### src/design/brush_stroke_dab_interpolator_assert.svh
// Assertion macros for the brush stroke dab interpolator.
`ifndef BRUSH_STROKE_DAB_INTERPOLATOR_ASSERT_SVH
`define BRUSH_STROKE_DAB_INTERPOLATOR_ASSERT_SVH

// Same-cycle implication, checked out of reset.
`define BSDI_ASSERT_NOW(lbl, ante, cons) \
    lbl: assert property (@(posedge clk) disable iff (!rst_n) (ante) |-> (cons)) \
        else $error("bsdi assertion failed");

// Next-cycle implication, checked out of reset.
`define BSDI_ASSERT_NEXT(lbl, ante, cons) \
    lbl: assert property (@(posedge clk) disable iff (!rst_n) (ante) |=> (cons)) \
        else $error("bsdi assertion failed");

`endif

### src/design/bsdi_pkg.sv
// Shared types and constants of the brush stroke dab interpolator.
package bsdi_pkg;

    localparam int CW            = 12;
    localparam int PW            = 16;
    localparam int RW            = 20;
    localparam int VW            = 21;
    localparam int LW            = 21;
    localparam int SW            = 25;
    localparam int DVW           = 25;
    localparam int DSW           = 7;
    localparam int MAX_DABS_DEF  = 64;
    localparam int unsigned BASE_RADIUS = 1280;
    localparam int unsigned VEL_MAX     = (1 << VW) - 1;
    localparam int unsigned SHORT_LEN   = 256;

    typedef enum logic [1:0] {
        FN_DOWN = 2'd0,
        FN_MOVE = 2'd1,
        FN_UP   = 2'd2,
        FN_NONE = 2'd3
    } func_t;

    typedef enum logic {
        DS_DX = 1'b0,
        DS_DY = 1'b1
    } div_sel_t;

    typedef enum logic [1:0] {
        MD_SINGLE = 2'd0,
        MD_INTERP = 2'd1,
        MD_END    = 2'd2,
        MD_UNUSED = 2'd3
    } mode_t;

    typedef struct packed {
        logic     load;
        logic     sq_x;
        logic     sqrt_start;
        logic     div_start;
        div_sel_t div_sel;
        logic     vel_load;
        logic     rad_load;
        logic     qx_load;
        logic     qy_load;
        logic     emit_init;
        logic     out_load;
    } bsdi_cmd_t;

    typedef struct packed {
        func_t func;
        logic  sqrt_done;
        logic  div_done;
        logic  long_seg;
        logic  dab_last;
        logic  out_free;
    } bsdi_stat_t;

endpackage

### src/design/bsdi_div.sv
// Restoring divider, one quotient bit per cycle.
module bsdi_div
(
    input  logic                     clk,
    input  logic                     rst_n,
    input  logic                     start,
    input  logic [bsdi_pkg::DVW-1:0] dividend,
    input  logic [bsdi_pkg::DSW-1:0] divisor,
    output logic [bsdi_pkg::DVW-1:0] quot,
    output logic [bsdi_pkg::DSW-1:0] rem,
    output logic                     done
);
    import bsdi_pkg::*;

    localparam int CNTW = $clog2(DVW + 1);

    logic [DVW-1:0]  quot_reg, quot_next;
    logic [DSW-1:0]  rem_reg, rem_next;
    logic [DSW-1:0]  dsr_reg, dsr_next;
    logic [CNTW-1:0] cnt_reg, cnt_next;
    logic            busy_reg, busy_next;
    logic            done_reg, done_next;
    logic [DSW:0]    trial;
    logic            fits;

    assign trial = {rem_reg, quot_reg[DVW-1]};
    assign fits  = trial >= {1'b0, dsr_reg};

    // Shift one dividend bit into the remainder per step
    always_comb
    begin
        quot_next = quot_reg;
        rem_next  = rem_reg;
        dsr_next  = dsr_reg;
        cnt_next  = cnt_reg;
        busy_next = busy_reg;
        done_next = 1'b0;
        if (start)
        begin
            quot_next = dividend;
            rem_next  = '0;
            dsr_next  = divisor;
            cnt_next  = CNTW'(DVW);
            busy_next = 1'b1;
        end
        else if (busy_reg)
        begin
            rem_next  = fits ? DSW'(trial - {1'b0, dsr_reg}) : DSW'(trial);
            quot_next = {quot_reg[DVW-2:0], fits};
            cnt_next  = cnt_reg - 1'b1;
            if (cnt_reg == CNTW'(1))
            begin
                busy_next = 1'b0;
                done_next = 1'b1;
            end
        end
    end

    always_ff @(posedge clk or negedge rst_n)
    begin
        if (!rst_n)
        begin
            busy_reg <= 1'b0;
            done_reg <= 1'b0;
            cnt_reg  <= '0;
        end
        else
        begin
            busy_reg <= busy_next;
            done_reg <= done_next;
            cnt_reg  <= cnt_next;
        end
    end

    always_ff @(posedge clk)
    begin
        quot_reg <= quot_next;
        rem_reg  <= rem_next;
        dsr_reg  <= dsr_next;
    end

    assign quot = quot_reg;
    assign rem  = rem_reg;
    assign done = done_reg;

endmodule

### src/design/bsdi_dp.sv
// Datapath: stroke state, squared length, square root, division and dab stepping.
module bsdi_dp
#(
    parameter int MAX_DABS = bsdi_pkg::MAX_DABS_DEF
)
(
    input  logic                          clk,
    input  logic                          rst_n,
    input  bsdi_pkg::bsdi_cmd_t           cmd,
    output bsdi_pkg::bsdi_stat_t          stat,
    input  logic [1:0]                    in_func,
    input  logic [bsdi_pkg::CW-1:0]       in_x,
    input  logic [bsdi_pkg::CW-1:0]       in_y,
    output logic                          out_valid,
    input  logic                          out_ready,
    output logic [bsdi_pkg::PW-1:0]       out_x,
    output logic [bsdi_pkg::PW-1:0]       out_y,
    output logic [bsdi_pkg::RW-1:0]       out_radius,
    output logic                          out_end,
    output logic                          out_last
);
    import bsdi_pkg::*;

    localparam int NW   = $clog2(MAX_DABS + 1);
    localparam int OPW  = 42;
    localparam int REMW = LW + 2;
    localparam int SCW  = $clog2(LW + 1);
    // Reciprocals: ceil(2^28 / 10) and ceil(2^24 / 5), exact over the operand ranges
    localparam logic [DVW-1:0] DIV10_MUL = DVW'(26843546);
    localparam int             DIV10_SH  = 28;
    localparam logic [VW:0]    DIV5_MUL  = (VW+1)'(3355444);
    localparam int             DIV5_SH   = 24;

    // Stroke state
    logic [CW-1:0]   prev_x_reg, prev_y_reg, new_x_reg, new_y_reg;
    logic [VW-1:0]   vel_reg;
    logic [RW-1:0]   rad_reg;
    func_t           func_reg;
    mode_t           mode_reg;
    logic [CW-1:0]   dx_reg, dy_reg;
    logic            up_x_reg, up_y_reg;
    logic [SW-1:0]   acc_reg;
    logic [DVW-1:0]  vsum_reg;
    // Square root
    logic [OPW-1:0]  op_reg;
    logic [REMW-1:0] srem_reg;
    logic [LW-1:0]   root_reg;
    logic [SCW-1:0]  scnt_reg;
    logic            sbusy_reg, sdone_reg;
    // Dab stepping
    logic [NW-1:0]   n_reg, i_reg;
    logic [PW-1:0]   qx_reg, qy_reg, offx_reg, offy_reg;
    logic [DSW-1:0]  rx_reg, ry_reg, remx_reg, remy_reg;
    // Output beat
    logic            ovalid_reg;
    logic [PW-1:0]   ox_reg, oy_reg;
    logic [RW-1:0]   orad_reg;
    logic            oend_reg, olast_reg;

    logic [2*CW-1:0] sq;
    logic [CW-1:0]   dxc, dyc, sq_in;
    logic [REMW+1:0] scur, strial;
    logic            sfits;
    logic [LW-9:0]   len_hi;
    logic [NW-1:0]   n_sat;
    logic [DVW-1:0]  div_a, div_q;
    logic [DSW-1:0]  div_b, div_r;
    logic            div_done;
    logic [2*DVW-1:0] vmul;
    logic [DVW-1:0]  vq;
    logic [VW-1:0]   vel_sat;
    logic [2*VW:0]   rmul;
    logic [RW-1:0]   rad_q;
    logic [PW-1:0]   nx16, ny16, dab_x, dab_y;
    logic [DSW:0]    sumx, sumy;
    logic            cy_x, cy_y;
    logic            out_free;

    // Share one multiplier between the two squares
    assign sq_in = cmd.sq_x ? dx_reg : dy_reg;
    assign sq    = sq_in * sq_in;
    assign dxc   = (in_x >= prev_x_reg) ? in_x - prev_x_reg : prev_x_reg - in_x;
    assign dyc   = (in_y >= prev_y_reg) ? in_y - prev_y_reg : prev_y_reg - in_y;

    // Digit-by-digit square root step
    assign scur   = {srem_reg, op_reg[OPW-1 -: 2]};
    assign strial = {2'b00, root_reg, 2'b01};
    assign sfits  = scur >= strial;

    // Dab count from the integer part of the length
    assign len_hi = root_reg[LW-1:8];
    assign n_sat  = (len_hi > (LW-8)'(MAX_DABS)) ? NW'(MAX_DABS) : NW'(len_hi);

    // New velocity: (length + 9 * velocity) / 10 by reciprocal, then saturate
    assign vmul    = vsum_reg * DIV10_MUL;
    assign vq      = DVW'(vmul >> DIV10_SH);
    assign vel_sat = (vq > DVW'(VEL_MAX)) ? VW'(VEL_MAX) : VW'(vq);

    // Radius term: velocity / 5 by reciprocal
    assign rmul  = vel_reg * DIV5_MUL;
    assign rad_q = RW'(rmul >> DIV5_SH);

    // Pick divider operands
    always_comb
    begin
        div_a = '0;
        unique case (cmd.div_sel)
            DS_DX:
            begin
                div_a = DVW'({dx_reg, 4'b0000});
            end
            DS_DY:
            begin
                div_a = DVW'({dy_reg, 4'b0000});
            end
        endcase
        div_b = DSW'(n_reg);
    end

    bsdi_div u_div
    (
        .clk      (clk),
        .rst_n    (rst_n),
        .start    (cmd.div_start),
        .dividend (div_a),
        .divisor  (div_b),
        .quot     (div_q),
        .rem      (div_r),
        .done     (div_done)
    );

    // Current dab position
    assign nx16  = {new_x_reg, 4'b0000};
    assign ny16  = {new_y_reg, 4'b0000};
    assign dab_x = (mode_reg != MD_INTERP) ? nx16 :
                   (up_x_reg ? nx16 + offx_reg : nx16 - offx_reg);
    assign dab_y = (mode_reg != MD_INTERP) ? ny16 :
                   (up_y_reg ? ny16 + offy_reg : ny16 - offy_reg);
    assign sumx  = {1'b0, remx_reg} + {1'b0, rx_reg};
    assign sumy  = {1'b0, remy_reg} + {1'b0, ry_reg};
    assign cy_x  = sumx >= {1'b0, DSW'(n_reg)};
    assign cy_y  = sumy >= {1'b0, DSW'(n_reg)};
    assign out_free = !ovalid_reg || out_ready;

    // Control registers
    always_ff @(posedge clk or negedge rst_n)
    begin
        if (!rst_n)
        begin
            prev_x_reg <= '0;
            prev_y_reg <= '0;
            vel_reg    <= '0;
            func_reg   <= FN_NONE;
            mode_reg   <= MD_SINGLE;
            sbusy_reg  <= 1'b0;
            sdone_reg  <= 1'b0;
            scnt_reg   <= '0;
            ovalid_reg <= 1'b0;
        end
        else
        begin
            sdone_reg <= 1'b0;
            if (cmd.load)
            begin
                func_reg <= func_t'(in_func);
                unique case (func_t'(in_func))
                    FN_DOWN:
                    begin
                        prev_x_reg <= in_x;
                        prev_y_reg <= in_y;
                        vel_reg    <= '0;
                        mode_reg   <= MD_SINGLE;
                    end
                    FN_MOVE:
                    begin
                        prev_x_reg <= in_x;
                        prev_y_reg <= in_y;
                        mode_reg   <= MD_SINGLE;
                    end
                    FN_UP:
                    begin
                        prev_x_reg <= '0;
                        prev_y_reg <= '0;
                        vel_reg    <= '0;
                        mode_reg   <= MD_END;
                    end
                    default:
                    begin
                        mode_reg <= mode_reg;
                    end
                endcase
            end
            if (cmd.sqrt_start)
            begin
                sbusy_reg <= 1'b1;
                scnt_reg  <= SCW'(LW);
            end
            else if (sbusy_reg)
            begin
                scnt_reg <= scnt_reg - 1'b1;
                if (scnt_reg == SCW'(1))
                begin
                    sbusy_reg <= 1'b0;
                    sdone_reg <= 1'b1;
                end
            end
            if (cmd.vel_load)
                vel_reg <= vel_sat;
            if (cmd.emit_init)
                mode_reg <= MD_INTERP;
            if (cmd.out_load)
                ovalid_reg <= 1'b1;
            else if (out_ready)
                ovalid_reg <= 1'b0;
        end
    end

    // Payload registers
    always_ff @(posedge clk)
    begin
        vsum_reg <= DVW'(root_reg) + DVW'({vel_reg, 3'b000}) + DVW'(vel_reg);
        if (cmd.load)
        begin
            new_x_reg <= in_x;
            new_y_reg <= in_y;
            dx_reg    <= dxc;
            dy_reg    <= dyc;
            up_x_reg  <= prev_x_reg >= in_x;
            up_y_reg  <= prev_y_reg >= in_y;
            rad_reg   <= RW'(BASE_RADIUS);
            i_reg     <= '0;
            n_reg     <= NW'(1);
        end
        if (cmd.sq_x)
            acc_reg <= SW'(sq);
        if (cmd.sqrt_start)
        begin
            op_reg   <= {1'b0, acc_reg + SW'(sq), 16'h0000};
            srem_reg <= '0;
            root_reg <= '0;
        end
        else if (sbusy_reg)
        begin
            op_reg   <= {op_reg[OPW-3:0], 2'b00};
            srem_reg <= sfits ? REMW'(scur - strial) : REMW'(scur);
            root_reg <= {root_reg[LW-2:0], sfits};
        end
        if (cmd.rad_load)
        begin
            rad_reg <= RW'(BASE_RADIUS) + rad_q;
            n_reg   <= n_sat;
        end
        if (cmd.qx_load)
        begin
            qx_reg <= PW'(div_q);
            rx_reg <= div_r;
        end
        if (cmd.qy_load)
        begin
            qy_reg <= PW'(div_q);
            ry_reg <= div_r;
        end
        if (cmd.emit_init)
        begin
            offx_reg <= '0;
            offy_reg <= '0;
            remx_reg <= '0;
            remy_reg <= '0;
            i_reg    <= '0;
        end
        else if (cmd.out_load)
        begin
            offx_reg <= offx_reg + qx_reg + PW'(cy_x);
            offy_reg <= offy_reg + qy_reg + PW'(cy_y);
            remx_reg <= cy_x ? DSW'(sumx - {1'b0, DSW'(n_reg)}) : DSW'(sumx);
            remy_reg <= cy_y ? DSW'(sumy - {1'b0, DSW'(n_reg)}) : DSW'(sumy);
            i_reg    <= i_reg + 1'b1;
        end
        if (cmd.out_load)
        begin
            ox_reg    <= (mode_reg == MD_END) ? '0 : dab_x;
            oy_reg    <= (mode_reg == MD_END) ? '0 : dab_y;
            orad_reg  <= (mode_reg == MD_END) ? '0 : rad_reg;
            oend_reg  <= mode_reg == MD_END;
            olast_reg <= stat.dab_last;
        end
    end

    assign stat.func      = func_reg;
    assign stat.sqrt_done = sdone_reg;
    assign stat.div_done  = div_done;
    assign stat.long_seg  = root_reg > LW'(SHORT_LEN);
    assign stat.dab_last  = (mode_reg != MD_INTERP) || (i_reg == n_reg - 1'b1);
    assign stat.out_free  = out_free;

    assign out_valid  = ovalid_reg;
    assign out_x      = ox_reg;
    assign out_y      = oy_reg;
    assign out_radius = orad_reg;
    assign out_end    = oend_reg;
    assign out_last   = olast_reg;

endmodule

### src/design/bsdi_ctrl.sv
// Controller: sequences one pointer event through the datapath.
module bsdi_ctrl
(
    input  logic                  clk,
    input  logic                  rst_n,
    input  logic                  in_valid,
    output logic                  in_ready,
    input  logic [1:0]            in_func,
    input  bsdi_pkg::bsdi_stat_t  stat,
    output bsdi_pkg::bsdi_cmd_t   cmd
);
    import bsdi_pkg::*;

    typedef enum logic [9:0] {
        ST_IDLE = 10'b0000000001,
        ST_SQX  = 10'b0000000010,
        ST_SQY  = 10'b0000000100,
        ST_SQRT = 10'b0000001000,
        ST_VEL  = 10'b0000010000,
        ST_RAD  = 10'b0000100000,
        ST_XDIV = 10'b0001000000,
        ST_YDIV = 10'b0010000000,
        ST_QY   = 10'b0100000000,
        ST_EMIT = 10'b1000000000
    } state_t;

    state_t state_reg, state_next;

    assign in_ready = state_reg == ST_IDLE;

    // Next state and datapath commands
    always_comb
    begin
        state_next = state_reg;
        cmd        = '0;
        cmd.div_sel = DS_DX;
        unique case (state_reg)
            ST_IDLE:
            begin
                if (in_valid)
                begin
                    cmd.load = 1'b1;
                    unique case (func_t'(in_func))
                        FN_DOWN: state_next = ST_EMIT;
                        FN_MOVE: state_next = ST_SQX;
                        FN_UP:   state_next = ST_EMIT;
                        default: state_next = ST_IDLE;
                    endcase
                end
            end
            ST_SQX:
            begin
                cmd.sq_x   = 1'b1;
                state_next = ST_SQY;
            end
            ST_SQY:
            begin
                cmd.sqrt_start = 1'b1;
                state_next     = ST_SQRT;
            end
            ST_SQRT:
            begin
                if (stat.sqrt_done)
                    state_next = ST_VEL;
            end
            ST_VEL:
            begin
                cmd.vel_load = 1'b1;
                state_next   = ST_RAD;
            end
            ST_RAD:
            begin
                cmd.rad_load = 1'b1;
                state_next   = stat.long_seg ? ST_XDIV : ST_EMIT;
            end
            ST_XDIV:
            begin
                // Divisor n was loaded the cycle before
                cmd.div_sel   = DS_DX;
                cmd.div_start = 1'b1;
                state_next    = ST_YDIV;
            end
            ST_YDIV:
            begin
                cmd.div_sel = DS_DY;
                if (stat.div_done)
                begin
                    cmd.qx_load   = 1'b1;
                    cmd.div_start = 1'b1;
                    state_next    = ST_QY;
                end
            end
            ST_QY:
            begin
                if (stat.div_done)
                begin
                    cmd.qy_load   = 1'b1;
                    cmd.emit_init = 1'b1;
                    state_next    = ST_EMIT;
                end
            end
            ST_EMIT:
            begin
                if (stat.out_free)
                begin
                    cmd.out_load = 1'b1;
                    if (stat.dab_last)
                        state_next = ST_IDLE;
                end
            end
            default:
            begin
                state_next = ST_IDLE;
            end
        endcase
    end

    always_ff @(posedge clk or negedge rst_n)
    begin
        if (!rst_n)
            state_reg <= ST_IDLE;
        else
            state_reg <= state_next;
    end

endmodule

### src/design/brush_stroke_dab_interpolator.sv
// Top level of the brush stroke dab interpolator: controller, datapath and ports.
// Down/up: result beat loaded in ST_EMIT once the output is free, then back to ST_IDLE.
// Move: squares, square root, velocity and radius in turn, then the first dab is loaded
// (a segment over one pixel adds two serial divisions of 25-bit dividends first), then
// one dab per cycle unless the output stalls. Output stalls hold the datapath and the input.
// rst_n (asynchronous, active low) clears position and velocity to zero.
module brush_stroke_dab_interpolator
#(
    parameter int MAX_DABS = bsdi_pkg::MAX_DABS_DEF
)
(
    input  logic        clk,
    input  logic        rst_n,
    input  logic        s_axis_tvalid,
    output logic        s_axis_tready,
    input  logic [23:0] s_axis_tdata,   // pos_x [11:0], pos_y [23:12]
    input  logic [1:0]  s_axis_tuser,   // func [1:0]
    output logic        m_axis_tvalid,
    input  logic        m_axis_tready,
    output logic [55:0] m_axis_tdata,   // dab_x [15:0], dab_y [31:16], dab_radius [51:32]
    output logic        m_axis_tuser,   // stroke_end
    output logic        m_axis_tlast    // last_of_run
);
    import bsdi_pkg::*;

    bsdi_cmd_t      cmd;
    bsdi_stat_t     stat;
    logic [PW-1:0]  dab_x, dab_y;
    logic [RW-1:0]  dab_radius;

    bsdi_ctrl u_ctrl
    (
        .clk      (clk),
        .rst_n    (rst_n),
        .in_valid (s_axis_tvalid),
        .in_ready (s_axis_tready),
        .in_func  (s_axis_tuser),
        .stat     (stat),
        .cmd      (cmd)
    );

    bsdi_dp #(.MAX_DABS(MAX_DABS)) u_dp
    (
        .clk        (clk),
        .rst_n      (rst_n),
        .cmd        (cmd),
        .stat       (stat),
        .in_func    (s_axis_tuser),
        .in_x       (s_axis_tdata[CW-1:0]),
        .in_y       (s_axis_tdata[2*CW-1:CW]),
        .out_valid  (m_axis_tvalid),
        .out_ready  (m_axis_tready),
        .out_x      (dab_x),
        .out_y      (dab_y),
        .out_radius (dab_radius),
        .out_end    (m_axis_tuser),
        .out_last   (m_axis_tlast)
    );

    assign m_axis_tdata = {4'b0000, dab_radius, dab_y, dab_x};

    `include "brush_stroke_dab_interpolator_assert.svh"

    `BSDI_ASSERT_NEXT(a_busy_after_beat, s_axis_tvalid && s_axis_tready && s_axis_tuser != FN_NONE, !s_axis_tready)
    `BSDI_ASSERT_NOW(a_end_is_zero, m_axis_tvalid && m_axis_tuser, m_axis_tdata == '0 && m_axis_tlast)
    `BSDI_ASSERT_NOW(a_radius_floor, m_axis_tvalid && !m_axis_tuser, m_axis_tdata[51:32] >= 20'd1280)
    `BSDI_ASSERT_NEXT(a_hold_beat, m_axis_tvalid && !m_axis_tready, m_axis_tvalid && $stable(m_axis_tdata))

endmodule
### config.mk
export PLATFORM = sky130hd
export DESIGN_NAME = brush_stroke_dab_interpolator
export DESIGN_NICKNAME = d
export VERILOG_FILES = /design/src/design/bsdi_pkg.sv /design/src/design/bsdi_div.sv /design/src/design/bsdi_dp.sv /design/src/design/bsdi_ctrl.sv /design/src/design/brush_stroke_dab_interpolator.sv
export VERILOG_INCLUDE_DIRS = /design/src /design/src/design
export SDC_FILE = /design/constraint.sdc
export NUM_CORES = 2
export LEC_CHECK = 0
export ABC_AREA = 1
export BUFFER_PORTS_ARGS = -buffer_cell sky130_fd_sc_hd__buf_2
export CAP_MARGIN = 20
export CORE_MARGIN = 3
export CORE_UTILIZATION = 64
export CTS_BUF_LIST = sky130_fd_sc_hd__clkbuf_4 sky130_fd_sc_hd__clkbuf_8 sky130_fd_sc_hd__clkbuf_16
export CTS_CLUSTER_DIAMETER = 200
export DETAILED_ROUTE_END_ITERATION = 16
export PLACE_DENSITY = 0.92
export SLEW_MARGIN = 5
export SYNTH_ARGS = -nofsm -noshare
export SYNTH_HDL_FRONTEND = slang
export SYNTH_SLANG_ARGS = --single-unit
### constraint.sdc
create_clock -name clk -period 8 [get_ports clk]
set_input_delay 0.8 -clock clk [delete_from_list [all_inputs] [get_ports clk]]
set_output_delay 0.8 -clock clk [all_outputs]
set_load 0.01 [all_outputs]
=== Word-level counts from Yosys, hierarchy flattened ===
Cells that the tools add are included.

* Mux-type cells: 72
* Multiply operators: 3
* Reductions and logical operators: 21
* Add/subtract/negate cells: 26
* Bitwise logic cells: 1
* Order comparisons: 11
* Eq/ne operators: 23

{| class="wikitable"
|+ Operators by type and width
! cell !! count
|-
| 10-bit one-hot mux with 10 select lines || 1
|-
| 21-bit two-way mux || 4
|-
| 41-bit two-way mux || 2
|-
| 10-bit two-way mux || 7
|-
| 16-bit adder || 4
|-
| 16-bit two-way mux || 4
|-
| 7-bit two-way mux || 8
|-
| 25-bit two-way mux || 2
|-
| 25-bit one-hot mux with 2 select lines || 1
|-
| 25-bit by 24-bit multiplier with 49-bit output, second input constant || 1
|-
| 12-bit greater-or-equal comparator || 4
|-
| 12-bit one-hot mux with 2 select lines || 2
|-
| 12-bit subtractor || 4
|-
| 21-bit by 20-bit multiplier with 41-bit output, second input constant || 1
|-
| 20-bit two-way mux || 2
|-
| 12-bit two-way mux || 3
|-
| 16-bit by 1-bit adder with 16-bit output || 2
|-
| 16-bit subtractor || 2
|-
| 21-bit by 24-bit adder with 25-bit output || 1
|-
| 24-bit by 24-bit adder with 25-bit output || 1
|-
| 25-bit by 21-bit adder with 25-bit output || 1
|-
| 25-bit by 23-bit greater-or-equal comparator with 1-bit output || 1
|-
| 8-bit by 7-bit greater-or-equal comparator with 1-bit output || 3
|-
| 12-bit by 12-bit multiplier with 24-bit output || 1
|-
| other kinds (41) || 95
|}

* Register bits: 460
* Word-level logic and storage cells: 202
* Input port bits: 30
* Output and inout bits: 60

=== Depth between registers and ports, before layout ===
* Depth after elaboration: 6
* Gate-level depth with buffers: 36
* Mapped depth without buffers: 34

=== By module ===
Synthesis repeated with hierarchy kept, for this count alone.

* Cells, all modules: 6288
* Area total of the unflattened synthesis: 52501.6 um2

{| class="wikitable"
|+ Modules (own cells, without submodules)
! module !! instances !! area an instance (um2) !! cells each !! sequential area each (um2)
|-
| bsdi_dp || 1 || 49423.7 || 5915 || 10647.7
|-
| bsdi_div || 1 || 2298.5 || 264 || 1276.2
|-
| bsdi_ctrl || 1 || 745.7 || 104 || 251.5
|-
| brush_stroke_dab_interpolator || 1 || 33.8 || 5 || 0.0
|}

=== Worst setup path after synthesis ===
OpenSTA, ideal clock, no wires.

* Path type: register to register
* Start point: register u_ctrl.state_reg[8]
* End point: register u_dp.op_reg[37] (data pin)
* Arrival: 6.904 ns
* Required time: 7.746 ns
* Library setup time: 0.254 ns
* Cell stages (with the launch flop): 34
* Setup slack: 0.842 ns
* Period minus slack after synthesis: 7.158 ns
* Buffers on the path: 2
* Cell sequence: dfrtp_1 -> nor2_4 -> inv_4 -> nor3_4 -> buf_6 -> o21ai_2 -> inv_2 -> buf_2 -> nor2_1 -> fa_1 -> inv_1 -> fa_1 -> inv_1 -> fa_1 -> fa_1 -> inv_1 -> fa_1 -> inv_1 -> ha_1 -> nand2_1 -> a21oi_1 -> a211oi_1 -> nand3_1 -> xor2_1 -> ha_1 -> a21oi_1 -> o21ai_0 -> a21oi_1 -> o21ai_0 -> a21oi_1 -> o21ai_0 -> or2_2 -> nand3_1 -> nand2_1

* Cells in the longest elaborated chain, start to end: 6
* Elaborated cells between the ends (all ways): 8
* Classes of those cells: add/sub: 1; mul: 1; eq/ne: 2; mux: 4

{| class="wikitable"
|+ RTL lines
! element !! RTL line !! source
|-
| start, declared || bsdi_ctrl.sv:27 || <nowiki>state_t state_reg, state_next;</nowiki>
|-
| start signal, assigned || bsdi_ctrl.sv:123 || <nowiki>state_reg <= state_next;</nowiki>
|-
| 10-bit by 2-bit equality test with 1-bit output || bsdi_ctrl.sv:37 || <nowiki>unique case (state_reg)</nowiki>
|-
| 1-bit two-way mux || bsdi_ctrl.sv:37 ||
|-
| 12-bit two-way mux || bsdi_dp.sv:80 || <nowiki>assign sq_in = cmd.sq_x ? dx_reg : dy_reg;</nowiki>
|-
| 12-bit by 12-bit multiplier with 24-bit output || bsdi_dp.sv:81 || <nowiki>assign sq = sq_in * sq_in;</nowiki>
|-
| via u_dp.sq[14] || bsdi_dp.sv:60 || <nowiki>logic [2*CW-1:0] sq;</nowiki>
|-
| 24-bit by 24-bit adder with 25-bit output || bsdi_dp.sv:238 || <nowiki>op_reg <= {1'b0, acc_reg + SW'(sq), 16'h0000};</nowiki>
|-
| 41-bit two-way mux || bsdi_dp.sv:236 || <nowiki>if (cmd.sqrt_start)</nowiki>
|-
| end signal, assigned || bsdi_dp.sv:238 ||
|-
| end signal, assigned || bsdi_dp.sv:244 || <nowiki>op_reg <= {op_reg[OPW-3:0], 2'b00};</nowiki>
|-
| end, declared || bsdi_dp.sv:45 || <nowiki>logic [OPW-1:0] op_reg;</nowiki>
|}

The timed path passes the listed nets, and every way through them passes these cells.
A chain may end at the register's enable or synchronous reset.

=== Worst setup path in the final report ===
* Start point: register u_ctrl.state_reg[4]
* End point: register u_dp.op_reg[36] (data pin)

The elaborated chain is that of the path after synthesis.

==> impl_metrics.prom <==
# TYPE chip_impl_metric gauge
chip_impl_metric{name="placement_rows",unit=""} 104
chip_impl_metric{name="cts_buffers",unit=""} 52
chip_impl_metric{name="ys_warn_count",unit=""} 0
chip_impl_metric{name="final.fill_count",unit=""} 6081
chip_impl_info{name="timing.critical_path.slowest_stage_cell",value="fa_1"} 1
chip_impl_metric{name="global_route.usage.total",unit=""} 0.349
chip_impl_info{name="most_repeated_library_cell_on_the_critical_path",value="nand2_1"} 1
chip_impl_metric{name="routed_vias_inst",unit=""} 5.90
chip_impl_info{name="holdCritPathClass",value="in2reg"} 1
chip_impl_metric{name="floorplan.die_area",unit="sq um"} 86000
chip_impl_metric{name="worst_clock_skew",unit="ns"} 0.0435
chip_impl_metric{name="relSlewSlack",unit=""} 0.340
chip_impl_metric{name="detail_route.wirelength",unit="um"} 150000
chip_impl_metric{name="floorplan.initialDensity",unit=""} 0.651
chip_impl_metric{name="design_area",unit="sq um"} 56500
chip_impl_metric{name="die_h",unit="um"} 293
chip_impl_metric{name="pre_cts_ws",unit="ns"} 0.239
chip_impl_metric{name="tcrit_tclk_final",unit=""} 0.952
chip_impl_metric{name="number_of_global_route_vias_before_repair",unit=""} 45700
chip_impl_metric{name="io_buffer_count",unit=""} 85
chip_impl_metric{name="first_pass_grt_wire_length",unit="um"} 239000
chip_impl_metric{name="gpl.final_weighted_congestion",unit=""} 0.979
chip_impl_metric{name="crit_path_max_incr_delay",unit="ns"} 0.59
chip_impl_metric{name="cts_max_level",unit=""} 2
chip_impl_metric{name="syn-instance-count",unit=""} 6373
chip_impl_metric{name="placeable_core_region",unit="sq um"} 81100
chip_impl_info{name="synthDominantAreaCellType",value="fa_1"} 1
chip_impl_metric{name="placed_cells",unit=""} 7461
chip_impl_metric{name="crit_path_max_fanout",unit=""} 14
chip_impl_metric{name="post_route_cells_drive_above_1_share",unit=""} 0.0510
chip_impl_metric{name="synth-seq-cells",unit=""} 459
chip_impl_metric{name="synth_area",unit="sq um"} 52800
chip_impl_metric{name="drt_pre_antenna_iters",unit=""} 7
chip_impl_metric{name="grt_antenna_before_repair",unit=""} 10
chip_impl_metric{name="drc",unit=""} 0
chip_impl_metric{name="worst_skew_pair_later_pin_latency",unit="ns"} 0.64
chip_impl_info{name="cts_tree",value="done"} 1
chip_impl_info{name="run_status",value="finished, final reports clean"} 1
chip_impl_metric{name="grt_overflow",unit=""} 0
chip_impl_metric{name="max_slew.worst_pin.slew",unit="ns"} 0.990
chip_impl_metric{name="setup_viol",unit=""} 0
chip_impl_metric{name="cp.required",unit="ns"} 8.37
chip_impl_info{name="synth_commonest_cells",value="1420 x inv_1, 1095 x nand2_1, 761 x ha_1"} 1
chip_impl_info{name="timing_worst_setup_path_type",value="reg2reg"} 1
chip_impl_info{name="rsz0062_at_grt",value="yes"} 1
chip_impl_metric{name="layout_min_cycle_time",unit="ns"} 7.62
chip_impl_metric{name="vias",unit=""} 44700
chip_impl_metric{name="layout_setup_ws",unit="ns"} 0.385
chip_impl_metric{name="max-clock-path-buffers",unit=""} 3
chip_impl_metric{name="route.detailed.wl_per_inst",unit="um"} 19.8
chip_impl_metric{name="syn_area_per_cell",unit="sq um"} 8.29
chip_impl_info{name="synth_flop_cell",value="edfxtp_1"} 1
chip_impl_metric{name="postPlaceCellArea",unit="sq um"} 54400
chip_impl_metric{name="largest_register_ff_count",unit=""} 26
chip_impl_metric{name="final.hold.worst_slack",unit="ns"} 0.390
chip_impl_info{name="clk_root_buffer_cell",value="clkbuf_16"} 1
chip_impl_metric{name="layout.cells.non_filler",unit=""} 7570
chip_impl_metric{name="maxClockFrequency",unit="MHz"} 131
chip_impl_metric{name="timing.final.max_slew_violations",unit=""} 0
chip_impl_metric{name="synth_enable_flop_cells",unit=""} 257
chip_impl_metric{name="die_w",unit="um"} 293
chip_impl_info{name="critPathCaptureType",value="flop"} 1
chip_impl_metric{name="arrival",unit="ns"} 7.98
chip_impl_metric{name="postRouteAntennaNets",unit=""} 0
chip_impl_metric{name="maxCapViolCount",unit=""} 0
chip_impl_metric{name="synth-seq-area-share",unit=""} 0.230
chip_impl_metric{name="async_flop_share",unit=""} 0.157
chip_impl_metric{name="maximum_number_of_pins_on_one_net_before_global_route_repair",unit=""} 68
chip_impl_info{name="synthMostInstantiatedCell",value="inv_1"} 1
chip_impl_metric{name="final_hold_viol_count",unit=""} 0
chip_impl_metric{name="synth.distinct_cells",unit=""} 66
chip_impl_metric{name="clock_sinks",unit=""} 459
chip_impl_metric{name="clk_pin_slew_worst_paths",unit="ns"} 0.06
chip_impl_metric{name="ios",unit=""} 90
chip_impl_metric{name="drt-initial-drc-count",unit=""} 4588
chip_impl_info{name="synth_area_leaders",value="fa_1 19%, ha_1 18%, edfxtp_1 15%, inv_1 10%, nand2_1 7.8%"} 1
chip_impl_metric{name="dp_hpwl",unit="um"} 121000
chip_impl_metric{name="yosysTopAreaCellShare",unit=""} 0.185
chip_impl_metric{name="layout-area-overhead-vs-synth",unit="%"} 6.93
chip_impl_metric{name="nNetsFinal",unit=""} 7740
chip_impl_info{name="crit_path_start_kind",value="flop"} 1
==> path summary, 6_finish.rpt <==
path | startpoint | end | slack (ns) | cells past startpoint
worst max-delay path | u_ctrl.state_reg[4] | u_dp.op_reg[36] | 0.38 | 34
worst min-delay path | s_axis_tdata[2] | u_dp.new_x_reg[2] | 0.39 | 1
worst max register to register | u_ctrl.state_reg[4] | u_dp.op_reg[36] | 0.38 | 34
worst min register to register | u_dp.op_reg[39] | u_dp.op_reg[41] | 0.45 | 2
max in group asynchronous | rst_n | u_dp.prev_y_reg[6] | 6.26 | 3
min in group asynchronous | rst_n | u_dp.vel_reg[12] | 0.58 | 2
==> cell families after synthesis <==
group / count (synthesis) / share of synthesized area
compound gates: 957 / 0.103
xor+xnor: 209 / 0.0347
fa+ha+maj: 1249 / 0.365
buf+inv: 1536 / 0.111
flops: 459 / 0.230
mux: 5 / 0.000948
other cells: 1 / 0.0000710
simple gates: 1957 / 0.154
==> per-stage QoR <==
stage	setup TNS [ns]	util
6_report	0	0.696
3_3_place_gp	0	0.671
4_1_cts	0	0.694
2_1_floorplan	0	-
5_1_grt	-0.0436	0.696
3_5_place_dp	0	0.671
==> worst max-delay path: cells and delay by family (launching register included) <==
| family | cells | cell delay [ns] |
|---|---|---|
| xor+xnor | 1 | 0.18 |
| compound gates | 6 | 1.18 |
| flops | 1 | 0.45 |
| simple gates | 13 | 1.66 |
| fa+ha+maj | 7 | 3.31 |
| buf+inv | 7 | 0.57 |
==> per-layer routing <==
layer	vias to the layer above	global-route usage	routed length, um
li1	20600	-	-
met1	21300	0.467	60000
met2	2277	0.566	68400
met3	501	0.0631	14700
met4	10	0.143	7050
met5	-	0	71
==> area by class of cell <==
type,count,area (sq um),area share
Multi-Input combinational cell,4381,34900,0.618
Timing Repair Buffer,120,747,0.0132
Tap cell,1060,1330,0.0235
Clock buffer,71,1520,0.0269
Sequential cell,459,12100,0.215
Antenna cell,5,12.5,0.000222
Clock inverter,27,374,0.00663
Inverter,1447,5440,0.0964
==> what timing repair did <==
item	CTS	global route
setup endpoints to repair	0	9
hold buffers	1	0
resized for setup	0	19
setup buffers	0	2
endpoints found under the hold margin	5	0
==> placed cells by master (no fill, tap or decap), types with 16 or more instances in the layout <==
master and instances:
dfrtp_1 71, nor2_1 443, nor4_1 16, a31oi_1 21
fa_1 488, o21ai_0 275, xor2_1 138, buf_4 31
o211ai_1 41, nor3_1 65, a21oi_1 409, o21bai_1 30
nand4_1 51, inv_1 1420, o22ai_1 53, clkbuf_16 57
edfxtp_1 257, ha_1 761, xnor2_1 69, a21o_1 18
dfxtp_1 130, nand2_1 1093, nand3_1 209, o21ai_2 16
inv_2 20, buf_2 84
Power is not shown: default switching activity piles up to over one toggle a cycle in this logic, so the estimate is an artifact.
